===== config.mk =====
export PLATFORM = sky130hd
export DESIGN_NAME = integer_to_ascii_radix
export DESIGN_NICKNAME = d
export VERILOG_FILES = /design/src/sv/itoa_pkg.sv /design/src/sv/itoa_ram.sv /design/src/sv/itoa_fifo.sv /design/src/sv/itoa_front.sv /design/src/sv/itoa_divider.sv /design/src/sv/itoa_back.sv /design/src/sv/integer_to_ascii_radix.sv
export SDC_FILE = /design/constraint.sdc
export NUM_CORES = 1
export LEC_CHECK = 0
export BUFFER_PORTS_ARGS = -buffer_cell sky130_fd_sc_hd__buf_2
export CAP_MARGIN = 20
export CELL_PAD_IN_SITES_DETAIL_PLACEMENT = 2
export CELL_PAD_IN_SITES_GLOBAL_PLACEMENT = 2
export CORE_MARGIN = 8
export CORE_UTILIZATION = 48
export DETAILED_ROUTE_END_ITERATION = 16
export PLACE_DENSITY = 0.83
export SETUP_SLACK_MARGIN = 0.1
export SLEW_MARGIN = 15
export SYNTH_ARGS = -nofsm -noshare
export SYNTH_HDL_FRONTEND = slang
export SYNTH_SLANG_ARGS = --single-unit

===== constraint.sdc =====
create_clock -name clk -period 6 [get_ports clk]
set_input_delay 0.9 -clock clk [delete_from_list [all_inputs] [get_ports clk]]
set_output_delay 0.9 -clock clk [all_outputs]
set_load 0.1 [all_outputs]

===== src/sv/itoa_pkg.sv =====
// Shared types, constants and helper functions for the integer to ASCII converter.
`timescale 1ns / 1ps
`default_nettype none
package itoa_pkg;

	// Default sizes handed to the top level
	localparam int VALUE_WIDTH_DEF = 32;
	localparam int MAX_DIGITS_DEF  = 32;
	localparam int FIFO_DEPTH      = 2;

	// Configuration port
	localparam int DATA_W  = 32;
	localparam int ADDR_W  = 3;
	localparam int RADIX_W = 6;
	localparam logic REG_RADIX = 1'b0;

	localparam logic [RADIX_W-1:0] RADIX_RESET = 6'd10;
	localparam logic [RADIX_W-1:0] RADIX_MIN   = 6'd2;
	localparam logic [RADIX_W-1:0] RADIX_MAX   = 6'd36;
	localparam logic [RADIX_W-1:0] DIGIT_TEN   = 6'd10;

	// ASCII codes
	localparam logic [7:0] CHAR_MINUS    = 8'h2D;
	localparam logic [7:0] CHAR_ZERO     = 8'h30;
	localparam logic [7:0] CHAR_LETTER_A = 8'h61;

	// One output transaction
	typedef struct packed {
		logic [7:0] character;
		logic       last;
	} out_item_t;

	// Back end sequencer
	typedef enum logic [2:0] {
		BK_IDLE,
		BK_DIV,
		BK_SIGN,
		BK_READ,
		BK_EMIT
	} back_state_t;

	// Clamp the programmed radix into 2..36
	function automatic logic [RADIX_W-1:0] eff_radix(input logic [RADIX_W-1:0] r);
		logic [RADIX_W-1:0] e;
		e = r;
		if (r < RADIX_MIN)
			e = RADIX_MIN;
		else if (r > RADIX_MAX)
			e = RADIX_MAX;
		return e;
	endfunction

	// Digit value to '0'..'9' or 'a'..'z'
	function automatic logic [7:0] digit_char(input logic [RADIX_W-1:0] d);
		logic [7:0] c;
		if (d < DIGIT_TEN)
			c = CHAR_ZERO + {2'b00, d};
		else
			c = CHAR_LETTER_A + {2'b00, d} - {2'b00, DIGIT_TEN};
		return c;
	endfunction

endpackage
`default_nettype wire


===== src/sv/itoa_ram.sv =====
// Generic single write port RAM with registered read.
`timescale 1ns / 1ps
`default_nettype none
module itoa_ram #(
	parameter int WIDTH = 6,
	parameter int DEPTH = 32
) (
	input  wire logic                     clk,
	input  wire logic                     we,
	input  wire logic [$clog2(DEPTH)-1:0] waddr,
	input  wire logic [WIDTH-1:0]         wdata,
	input  wire logic                     re,
	input  wire logic [$clog2(DEPTH)-1:0] raddr,
	output logic      [WIDTH-1:0]         rdata
);

	logic [WIDTH-1:0] mem_q [DEPTH];
	logic [WIDTH-1:0] rdata_q;

	always_ff @(posedge clk) begin
		if (we)
			mem_q[waddr] <= wdata;
		if (re)
			rdata_q <= mem_q[raddr];
	end

	assign rdata = rdata_q;

endmodule
`default_nettype wire


===== src/sv/itoa_fifo.sv =====
// Small register FIFO used for the work queue and the output queue.
`timescale 1ns / 1ps
`default_nettype none
module itoa_fifo #(
	parameter int WIDTH = 8,
	parameter int DEPTH = 2
) (
	input  wire logic             clk,
	input  wire logic             arst_n,
	input  wire logic             push,
	input  wire logic [WIDTH-1:0] wdata,
	output logic                  full,
	input  wire logic             pop,
	output logic      [WIDTH-1:0] rdata,
	output logic                  empty
);

	localparam int PW = $clog2(DEPTH);
	localparam int CW = $clog2(DEPTH + 1);

	logic [WIDTH-1:0] mem_q [DEPTH];
	logic [PW-1:0]    wptr_q, rptr_q;
	logic [CW-1:0]    cnt_q;
	logic             do_wr, do_rd;

	assign full  = (cnt_q == CW'(DEPTH));
	assign empty = (cnt_q == '0);
	assign do_wr = push && !full;
	assign do_rd = pop && !empty;
	assign rdata = mem_q[rptr_q];

	// Storage
	always_ff @(posedge clk) begin
		if (do_wr)
			mem_q[wptr_q] <= wdata;
	end

	// Pointers and fill count
	always_ff @(posedge clk or negedge arst_n) begin
		if (!arst_n) begin
			wptr_q <= '0;
			rptr_q <= '0;
			cnt_q  <= '0;
		end else begin
			if (do_wr)
				wptr_q <= (wptr_q == PW'(DEPTH - 1)) ? '0 : wptr_q + PW'(1);
			if (do_rd)
				rptr_q <= (rptr_q == PW'(DEPTH - 1)) ? '0 : rptr_q + PW'(1);
			if (do_wr && !do_rd)
				cnt_q <= cnt_q + CW'(1);
			else if (do_rd && !do_wr)
				cnt_q <= cnt_q - CW'(1);
		end
	end

endmodule
`default_nettype wire


===== src/sv/itoa_front.sv =====
// Front end: accepts values, splits off the sign and forms the magnitude.
`timescale 1ns / 1ps
`default_nettype none
module itoa_front #(
	parameter int VALUE_WIDTH = 32
) (
	input  wire logic                   clk,
	input  wire logic                   arst_n,
	input  wire logic                   push,
	input  wire logic [VALUE_WIDTH-1:0] value,
	output logic                        full,
	output logic                        q_push,
	output logic      [VALUE_WIDTH:0]   q_item,
	input  wire logic                   q_full
);

	logic                   valid_s1;
	logic                   neg_s1;
	logic [VALUE_WIDTH-1:0] mag_s1;
	logic                   in_take;
	logic                   neg;

	assign full    = valid_s1 && q_full;
	assign in_take = push && !full;
	assign neg     = value[VALUE_WIDTH-1];
	assign q_push  = valid_s1;
	assign q_item  = {neg_s1, mag_s1};

	// Stage valid
	always_ff @(posedge clk or negedge arst_n) begin
		if (!arst_n)
			valid_s1 <= 1'b0;
		else if (in_take)
			valid_s1 <= 1'b1;
		else if (!q_full)
			valid_s1 <= 1'b0;
	end

	// Sign and magnitude; the most negative value wraps to its unsigned magnitude
	always_ff @(posedge clk) begin
		if (in_take) begin
			neg_s1 <= neg;
			mag_s1 <= neg ? (~value + VALUE_WIDTH'(1)) : value;
		end
	end

endmodule
`default_nettype wire


===== src/sv/itoa_divider.sv =====
// Restoring divider, one quotient bit per cycle, by a small divisor.
`timescale 1ns / 1ps
`default_nettype none
module itoa_divider
	import itoa_pkg::RADIX_W;
#(
	parameter int WIDTH = 32
) (
	input  wire logic               clk,
	input  wire logic               arst_n,
	input  wire logic               start,
	input  wire logic [WIDTH-1:0]   dividend,
	input  wire logic [RADIX_W-1:0] divisor,
	output logic                    done,
	output logic      [WIDTH-1:0]   quotient,
	output logic      [RADIX_W-1:0] remainder
);

	import itoa_pkg::*;

	localparam int CW = $clog2(WIDTH);

	logic [WIDTH-1:0]   quo_q;
	logic [RADIX_W-1:0] rem_q;
	logic [CW-1:0]      cnt_q;
	logic               busy_q;
	logic               done_q;
	logic [RADIX_W:0]   shifted;
	logic [RADIX_W:0]   diff;
	logic               ge;

	// One trial subtraction
	assign shifted = {rem_q, quo_q[WIDTH-1]};
	assign ge      = (shifted >= {1'b0, divisor});
	assign diff    = shifted - {1'b0, divisor};

	// Control
	always_ff @(posedge clk or negedge arst_n) begin
		if (!arst_n) begin
			busy_q <= 1'b0;
			done_q <= 1'b0;
			cnt_q  <= '0;
		end else begin
			done_q <= 1'b0;
			if (start) begin
				busy_q <= 1'b1;
				cnt_q  <= '0;
			end else if (busy_q) begin
				cnt_q <= cnt_q + CW'(1);
				if (cnt_q == CW'(WIDTH - 1)) begin
					busy_q <= 1'b0;
					done_q <= 1'b1;
				end
			end
		end
	end

	// Datapath
	always_ff @(posedge clk) begin
		if (start) begin
			quo_q <= dividend;
			rem_q <= '0;
		end else if (busy_q) begin
			quo_q <= {quo_q[WIDTH-2:0], ge};
			rem_q <= ge ? diff[RADIX_W-1:0] : shifted[RADIX_W-1:0];
		end
	end

	assign done      = done_q;
	assign quotient  = quo_q;
	assign remainder = rem_q;

`ifndef SYNTHESIS
	a_rem_below_divisor: assert property (@(posedge clk) disable iff (!arst_n)
		done_q |-> (rem_q < divisor))
		else $error("remainder not below divisor");
`endif

endmodule
`default_nettype wire


===== src/sv/itoa_back.sv =====
// Back end: divides out the digits, stores them, then emits the characters.
`timescale 1ns / 1ps
`default_nettype none
module itoa_back
	import itoa_pkg::RADIX_W;
	import itoa_pkg::out_item_t;
#(
	parameter int VALUE_WIDTH = 32,
	parameter int MAX_DIGITS  = 32
) (
	input  wire logic                   clk,
	input  wire logic                   arst_n,
	input  wire logic [RADIX_W-1:0]     radix,
	input  wire logic                   q_empty,
	input  wire logic [VALUE_WIDTH:0]   q_item,
	output logic                        q_pop,
	input  wire logic                   o_full,
	output logic                        o_push,
	output out_item_t                   o_item
);

	import itoa_pkg::*;

	localparam int AW    = $clog2(MAX_DIGITS);
	localparam int CNT_W = $clog2(MAX_DIGITS + 1);

	back_state_t            state_q, state_d;
	logic                   neg_q;
	logic [RADIX_W-1:0]     eradix_q;
	logic [CNT_W-1:0]       count_q;
	logic [CNT_W-1:0]       count_next;
	logic [CNT_W-1:0]       rd_idx;

	logic                   div_start;
	logic [VALUE_WIDTH-1:0] div_dividend;
	logic                   div_done;
	logic [VALUE_WIDTH-1:0] div_quo;
	logic [RADIX_W-1:0]     div_rem;

	logic                   ram_we;
	logic                   ram_re;
	logic [RADIX_W-1:0]     ram_rdata;

	logic                   load_item;
	logic                   last_digit;

	assign count_next = count_q + CNT_W'(1);
	assign rd_idx     = count_q - CNT_W'(1);
	assign last_digit = (count_q == CNT_W'(1));

	itoa_divider #(
		.WIDTH(VALUE_WIDTH)
	) u_div (
		.clk      (clk),
		.arst_n   (arst_n),
		.start    (div_start),
		.dividend (div_dividend),
		.divisor  (eradix_q),
		.done     (div_done),
		.quotient (div_quo),
		.remainder(div_rem)
	);

	itoa_ram #(
		.WIDTH(RADIX_W),
		.DEPTH(MAX_DIGITS)
	) u_store (
		.clk  (clk),
		.we   (ram_we),
		.waddr(count_q[AW-1:0]),
		.wdata(div_rem),
		.re   (ram_re),
		.raddr(rd_idx[AW-1:0]),
		.rdata(ram_rdata)
	);

	// State register
	always_ff @(posedge clk or negedge arst_n) begin
		if (!arst_n)
			state_q <= BK_IDLE;
		else
			state_q <= state_d;
	end

	// Next state and strobes
	always_comb begin
		state_d      = state_q;
		q_pop        = 1'b0;
		load_item    = 1'b0;
		div_start    = 1'b0;
		div_dividend = q_item[VALUE_WIDTH-1:0];
		ram_we       = 1'b0;
		ram_re       = 1'b0;
		o_push       = 1'b0;
		o_item       = '{character: CHAR_MINUS, last: 1'b0};
		unique case (state_q)
			BK_IDLE: begin
				if (!q_empty) begin
					q_pop     = 1'b1;
					load_item = 1'b1;
					div_start = 1'b1;
					state_d   = BK_DIV;
				end
			end
			BK_DIV: begin
				if (div_done) begin
					ram_we = 1'b1;
					if (div_quo == '0 || count_next == CNT_W'(MAX_DIGITS)) begin
						state_d = neg_q ? BK_SIGN : BK_READ;
					end else begin
						div_start    = 1'b1;
						div_dividend = div_quo;
					end
				end
			end
			BK_SIGN: begin
				if (!o_full) begin
					o_push  = 1'b1;
					state_d = BK_READ;
				end
			end
			BK_READ: begin
				ram_re  = 1'b1;
				state_d = BK_EMIT;
			end
			BK_EMIT: begin
				o_item = '{character: digit_char(ram_rdata), last: last_digit};
				if (!o_full) begin
					o_push  = 1'b1;
					state_d = last_digit ? BK_IDLE : BK_READ;
				end
			end
			default: state_d = BK_IDLE;
		endcase
	end

	// Digit count: up while dividing, down while emitting
	always_ff @(posedge clk or negedge arst_n) begin
		if (!arst_n)
			count_q <= '0;
		else if (load_item)
			count_q <= '0;
		else if (ram_we)
			count_q <= count_next;
		else if (o_push && state_q == BK_EMIT)
			count_q <= rd_idx;
	end

	// Per transaction sign and radix
	always_ff @(posedge clk) begin
		if (load_item) begin
			neg_q    <= q_item[VALUE_WIDTH];
			eradix_q <= eff_radix(radix);
		end
	end

`ifndef SYNTHESIS
	a_no_push_when_full: assert property (@(posedge clk) disable iff (!arst_n)
		o_push |-> !o_full)
		else $error("output push while full");
	a_last_returns_idle: assert property (@(posedge clk) disable iff (!arst_n)
		(o_push && o_item.last) |=> (state_q == BK_IDLE))
		else $error("sequencer did not return to idle after last character");
	a_count_in_range: assert property (@(posedge clk) disable iff (!arst_n)
		count_q <= CNT_W'(MAX_DIGITS))
		else $error("digit count out of range");
`endif

endmodule
`default_nettype wire


===== src/sv/integer_to_ascii_radix.sv =====
// Top level: signed integer to ASCII text in a programmable radix.
// Each digit costs one pass of the bit-serial divider, and a large decimal value has 10 digits;
// each character then goes through the digit store's registered read, BK_READ then BK_EMIT.
// One value is converted at a time; up to three more wait in the input stage and queue.
// Reset: asynchronous active low; queues empty, radix back to 10.
`timescale 1ns / 1ps
`default_nettype none
module integer_to_ascii_radix
	import itoa_pkg::DATA_W;
	import itoa_pkg::ADDR_W;
	import itoa_pkg::VALUE_WIDTH_DEF;
	import itoa_pkg::MAX_DIGITS_DEF;
#(
	parameter int VALUE_WIDTH = VALUE_WIDTH_DEF,
	parameter int MAX_DIGITS  = MAX_DIGITS_DEF
) (
	input  wire logic                   clk,
	input  wire logic                   arst_n,
	// input queue side
	input  wire logic                   push,
	input  wire logic [VALUE_WIDTH-1:0] value,
	output logic                        full,
	// result queue side
	input  wire logic                   pop,
	output logic                        empty,
	output logic      [7:0]             character,
	output logic                        last,
	// configuration
	input  wire logic                   psel,
	input  wire logic                   penable,
	input  wire logic                   pwrite,
	input  wire logic [ADDR_W-1:0]      paddr,
	input  wire logic [DATA_W-1:0]      pwdata,
	output logic      [DATA_W-1:0]      prdata,
	output logic                        pready
);

	import itoa_pkg::*;

	localparam int OW = $bits(out_item_t);

	logic [RADIX_W-1:0]     radix_q;
	logic                   q_push, q_full, q_pop, q_empty;
	logic [VALUE_WIDTH:0]   q_wdata, q_rdata;
	logic                   o_push, o_full;
	out_item_t              o_item;
	logic [OW-1:0]          o_rdata;
	out_item_t              o_head;
	logic                   reg_sel;

	// Configuration register
	assign pready  = 1'b1;
	assign reg_sel = (paddr[ADDR_W-1:2] == REG_RADIX);
	assign prdata  = reg_sel ? {{(DATA_W - RADIX_W){1'b0}}, radix_q} : '0;

	always_ff @(posedge clk or negedge arst_n) begin
		if (!arst_n)
			radix_q <= RADIX_RESET;
		else if (psel && penable && pwrite && pready && reg_sel)
			radix_q <= pwdata[RADIX_W-1:0];
	end

	itoa_front #(
		.VALUE_WIDTH(VALUE_WIDTH)
	) u_front (
		.clk   (clk),
		.arst_n(arst_n),
		.push  (push),
		.value (value),
		.full  (full),
		.q_push(q_push),
		.q_item(q_wdata),
		.q_full(q_full)
	);

	// Work queue between front and back
	itoa_fifo #(
		.WIDTH(VALUE_WIDTH + 1),
		.DEPTH(FIFO_DEPTH)
	) u_work_q (
		.clk   (clk),
		.arst_n(arst_n),
		.push  (q_push),
		.wdata (q_wdata),
		.full  (q_full),
		.pop   (q_pop),
		.rdata (q_rdata),
		.empty (q_empty)
	);

	itoa_back #(
		.VALUE_WIDTH(VALUE_WIDTH),
		.MAX_DIGITS (MAX_DIGITS)
	) u_back (
		.clk    (clk),
		.arst_n (arst_n),
		.radix  (radix_q),
		.q_empty(q_empty),
		.q_item (q_rdata),
		.q_pop  (q_pop),
		.o_full (o_full),
		.o_push (o_push),
		.o_item (o_item)
	);

	// Result queue
	itoa_fifo #(
		.WIDTH(OW),
		.DEPTH(FIFO_DEPTH)
	) u_out_q (
		.clk   (clk),
		.arst_n(arst_n),
		.push  (o_push),
		.wdata (o_item),
		.full  (o_full),
		.pop   (pop),
		.rdata (o_rdata),
		.empty (empty)
	);

	assign o_head    = o_rdata;
	assign character = o_head.character;
	assign last      = o_head.last;

endmodule
`default_nettype wire


==> out/metrics.cfg <==
[setup_path]
r2r-end = u_back.u_store.rdata[3]
endpoint_kind = flip-flop
startpoint = u_back.count_q[0]
cp_top_family = adder cells
crit_arrival_ns = 3.80
slowest_stage = ha_2
cp_data_required_time_ns = 6.23
r2r_slack_ns = 2.43
startpoint_type = flip-flop
path_cells = inv_1 > ha_2 > mux4_2 > mux2_2 > a22oi_1 > o211ai_1
crit_path_max_incr_delay_ns = 1.01
cp_max_fo = 37
worstReg2RegStart = u_back.count_q[0]
worstRegToRegCells = 6
crit_buf_inv = 1
critPathKind = reg2reg

[yosys]
synth-seq-area-share_pct = 68.2
ys.flop_type = edfxtp_1
yosysWarnings = 0
synth_cells = 1031
synth.cell_area_um2 = 16900
yosysUniqueCellTypes = 71
synth-seq-cells = 391
synth.avg_cell_area_um2 = 16.4
synth_enable_flop_cells = 354
synthArstFlopShare_pct = 7.93

[timing]
finalSetupViolations = 0
fin_tns_setup_ns = 0
timing.slew.headroom_pct = 35.4
min_period_over_period_pct = 59.6
min_period_ns = 3.57
max_clock_freq_mhz = 280
worst_slew_pin_slew_ns = 0.969
rsz0062_at_grt = false
clock_skew_ns = 0.0108
hold_viol_final = 0
finalMaxSlewViolations = 0

[cts]
cts_tree = yes
clkTransAtPathRegs_ns = 0.06
clock_sinks = 391
cts_made_buffers = 42
clock_latency_ns = 0.53
clockRootBuffer = clkbuf_16
cts.path.max_buffers = 3
cts_setup_buffers = 0
htree_num_levels = 2
ctsResizeCount = 0
ctsHoldBuffers = 0

[detailed_routing]
drt-vias-per-instance = 5.75
drt_iter0_drc = 460
first_pass_iters = 4
vias = 9198
antenna_left = 0
drt-total-wl_um = 43800
wire_per_inst_um = 27.4
drc = 0

[cells_and_area]
drive_above_1_share_pct = 26.9
syn_to_final_growth_pct = 12.6
nets = 1207
final_cell_mix = edfxtp_1, mux2_2, nor2_1
postLayoutCoreUtil_pct = 55.0
fillerInstances = 3012
final_area_um2 = 19000
antenna_cells = 0
final_cell_count_no_fill = 1599
layout_commonest_cell = edfxtp_1

[power_and_ir_drop]
cellPowerDensity_nw_per_um2 = 331
ir_worst_vdd_uv = 219
fin_total_pwr_mw = 6.31
p_leak_nw = 6.62

[floorplan]
die_area_um2 = 41500
die_h_um = 204
rows = 68
io_pins = 118
design.core.area_um2 = 34600
start_util_pct = 48.8
die_x_um = 204

[global_route]
antenna_found_initial = 0
grt_pass1_vias = 10814
grt_usage_pct = 21.2
gr-total-overflow = 0
grt_first_pass_wirelength_um = 67300
grt_max_degree = 45

[min_path]
min_path_cells = 0
hold_path_class = reg2reg
holdPathEnd = u_work_q.mem_q[1][18]
min-delay-start = u_front.mag_s1[18]

[placed_design]
placedInstanceArea_um2 = 17600
gp_congestion = 0.742
placedCellCount = 1520
hpwl_um = 28800
io_buffer_count = 62

[run_status]
status = completed

[job]
maxCapViolCount = 0

[cell usage after synthesis (8+ instances only)]
cell      count  area [um^2]
nor2b_1      10         62.6
edfxtp_1    354        10600
inv_1        21         78.8
mux4_2       48         1080
nand2b_1     12         75.1
nor4_1       10         62.6
nand4_1       8         50.1
clkbuf_1     18         67.6
nand2_1      44          165
xnor2_1      43          377
o211ai_1      9         67.6
mux2_2       92         1040
a21oi_1      14         70.1
ha_1         21          263
o21ai_0      17         85.1
xor2_1       13          114
dfrtp_1      29          726
buf_2        16         80.1
nand3_1       9         45.0
nor2_1       77          289
nor3_1        9         45.0
mux2i_1      12          120
buf_4        29          218
[how the worst max path moves through the flow]
stage	end	slack, ns	depth (start not counted)
6_report	u_back.u_store.rdata[3]	2.43	6
5_1_grt	u_back.u_store.rdata[2]	2.21	6
4_1_cts	u_back.u_store.rdata[2]	2.39	6
3_5_place_dp	u_back.u_store.rdata[3]	2.41	6
3_3_place_gp	u_back.u_store.rdata[3]	2.53	6
2_1_floorplan	u_back.u_div.quotient[0]	2.07	5
[power breakdown]
group          leakage, nW  total [mW]  internal [mW]  switching [mW]
registers             3.71        3.29           3.20          0.0922
logic                 2.24       0.475          0.128           0.347
clock network        0.674        2.54           1.49            1.04
[final cells by class]
type	instances	area [um^2]	area share, %
Timing Repair Buffer	78	463	2.43
Tap cell	455	569	2.99
Clock buffer	60	1250	6.58
Inverter	21	78.8	0.414
Multi-Input combinational cell	577	5040	26.4
Clock inverter	17	106	0.559
Sequential cell	391	11500	60.6
[metrics by stage]
stage	hold slack [ns]	setup slack (ns)
after floorplan	0.421	2.07
after global placement	0.423	2.53
after detailed placement	0.436	2.41
after CTS	0.446	2.39
after global routing	0.456	2.21
final	0.446	2.43
[logic make-up after synthesis]
logic type	Yosys count	share of synthesized area, %
flip-flops	391	68.2
AND/OR/NAND/NOR	219	6.84
multiplexers	157	13.6
AO/OA/AOI/OAI	95	4.01
buffers and inverters	88	2.72
XOR/XNOR	56	2.90
adder cells (fa/ha/maj)	23	1.73
other	2	0.0444
[state kept, by name, indices dropped and copies added (netlist names), 2 cells and up]
signal	count
u_back.eradix_q	6
u_back.u_store.rdata	6
u_back.u_div.cnt_q	5
u_front.mag_s1	32
u_back.count_q	6
u_back.state_q	3
u_out_q.cnt_q	2
u_back.u_div.remainder	6
radix_q	6
u_work_q.mem_q	66
u_back.u_div.quotient	32
u_work_q.cnt_q	2
u_back.u_store.mem_q	192
u_out_q.mem_q	18
[per-layer routing]
layer / vias to the layer above / wire (um) / GRT usage [%]
met5: - / 0 / 0
met4: 0 / 908 / 6.14
met3: 71 / 1410 / 2.48
met2: 183 / 24600 / 40.4
met1: 4837 / 16800 / 24.5
li1: 4107 / - / -
Note: power is estimated with default switching activity, not from simulation.
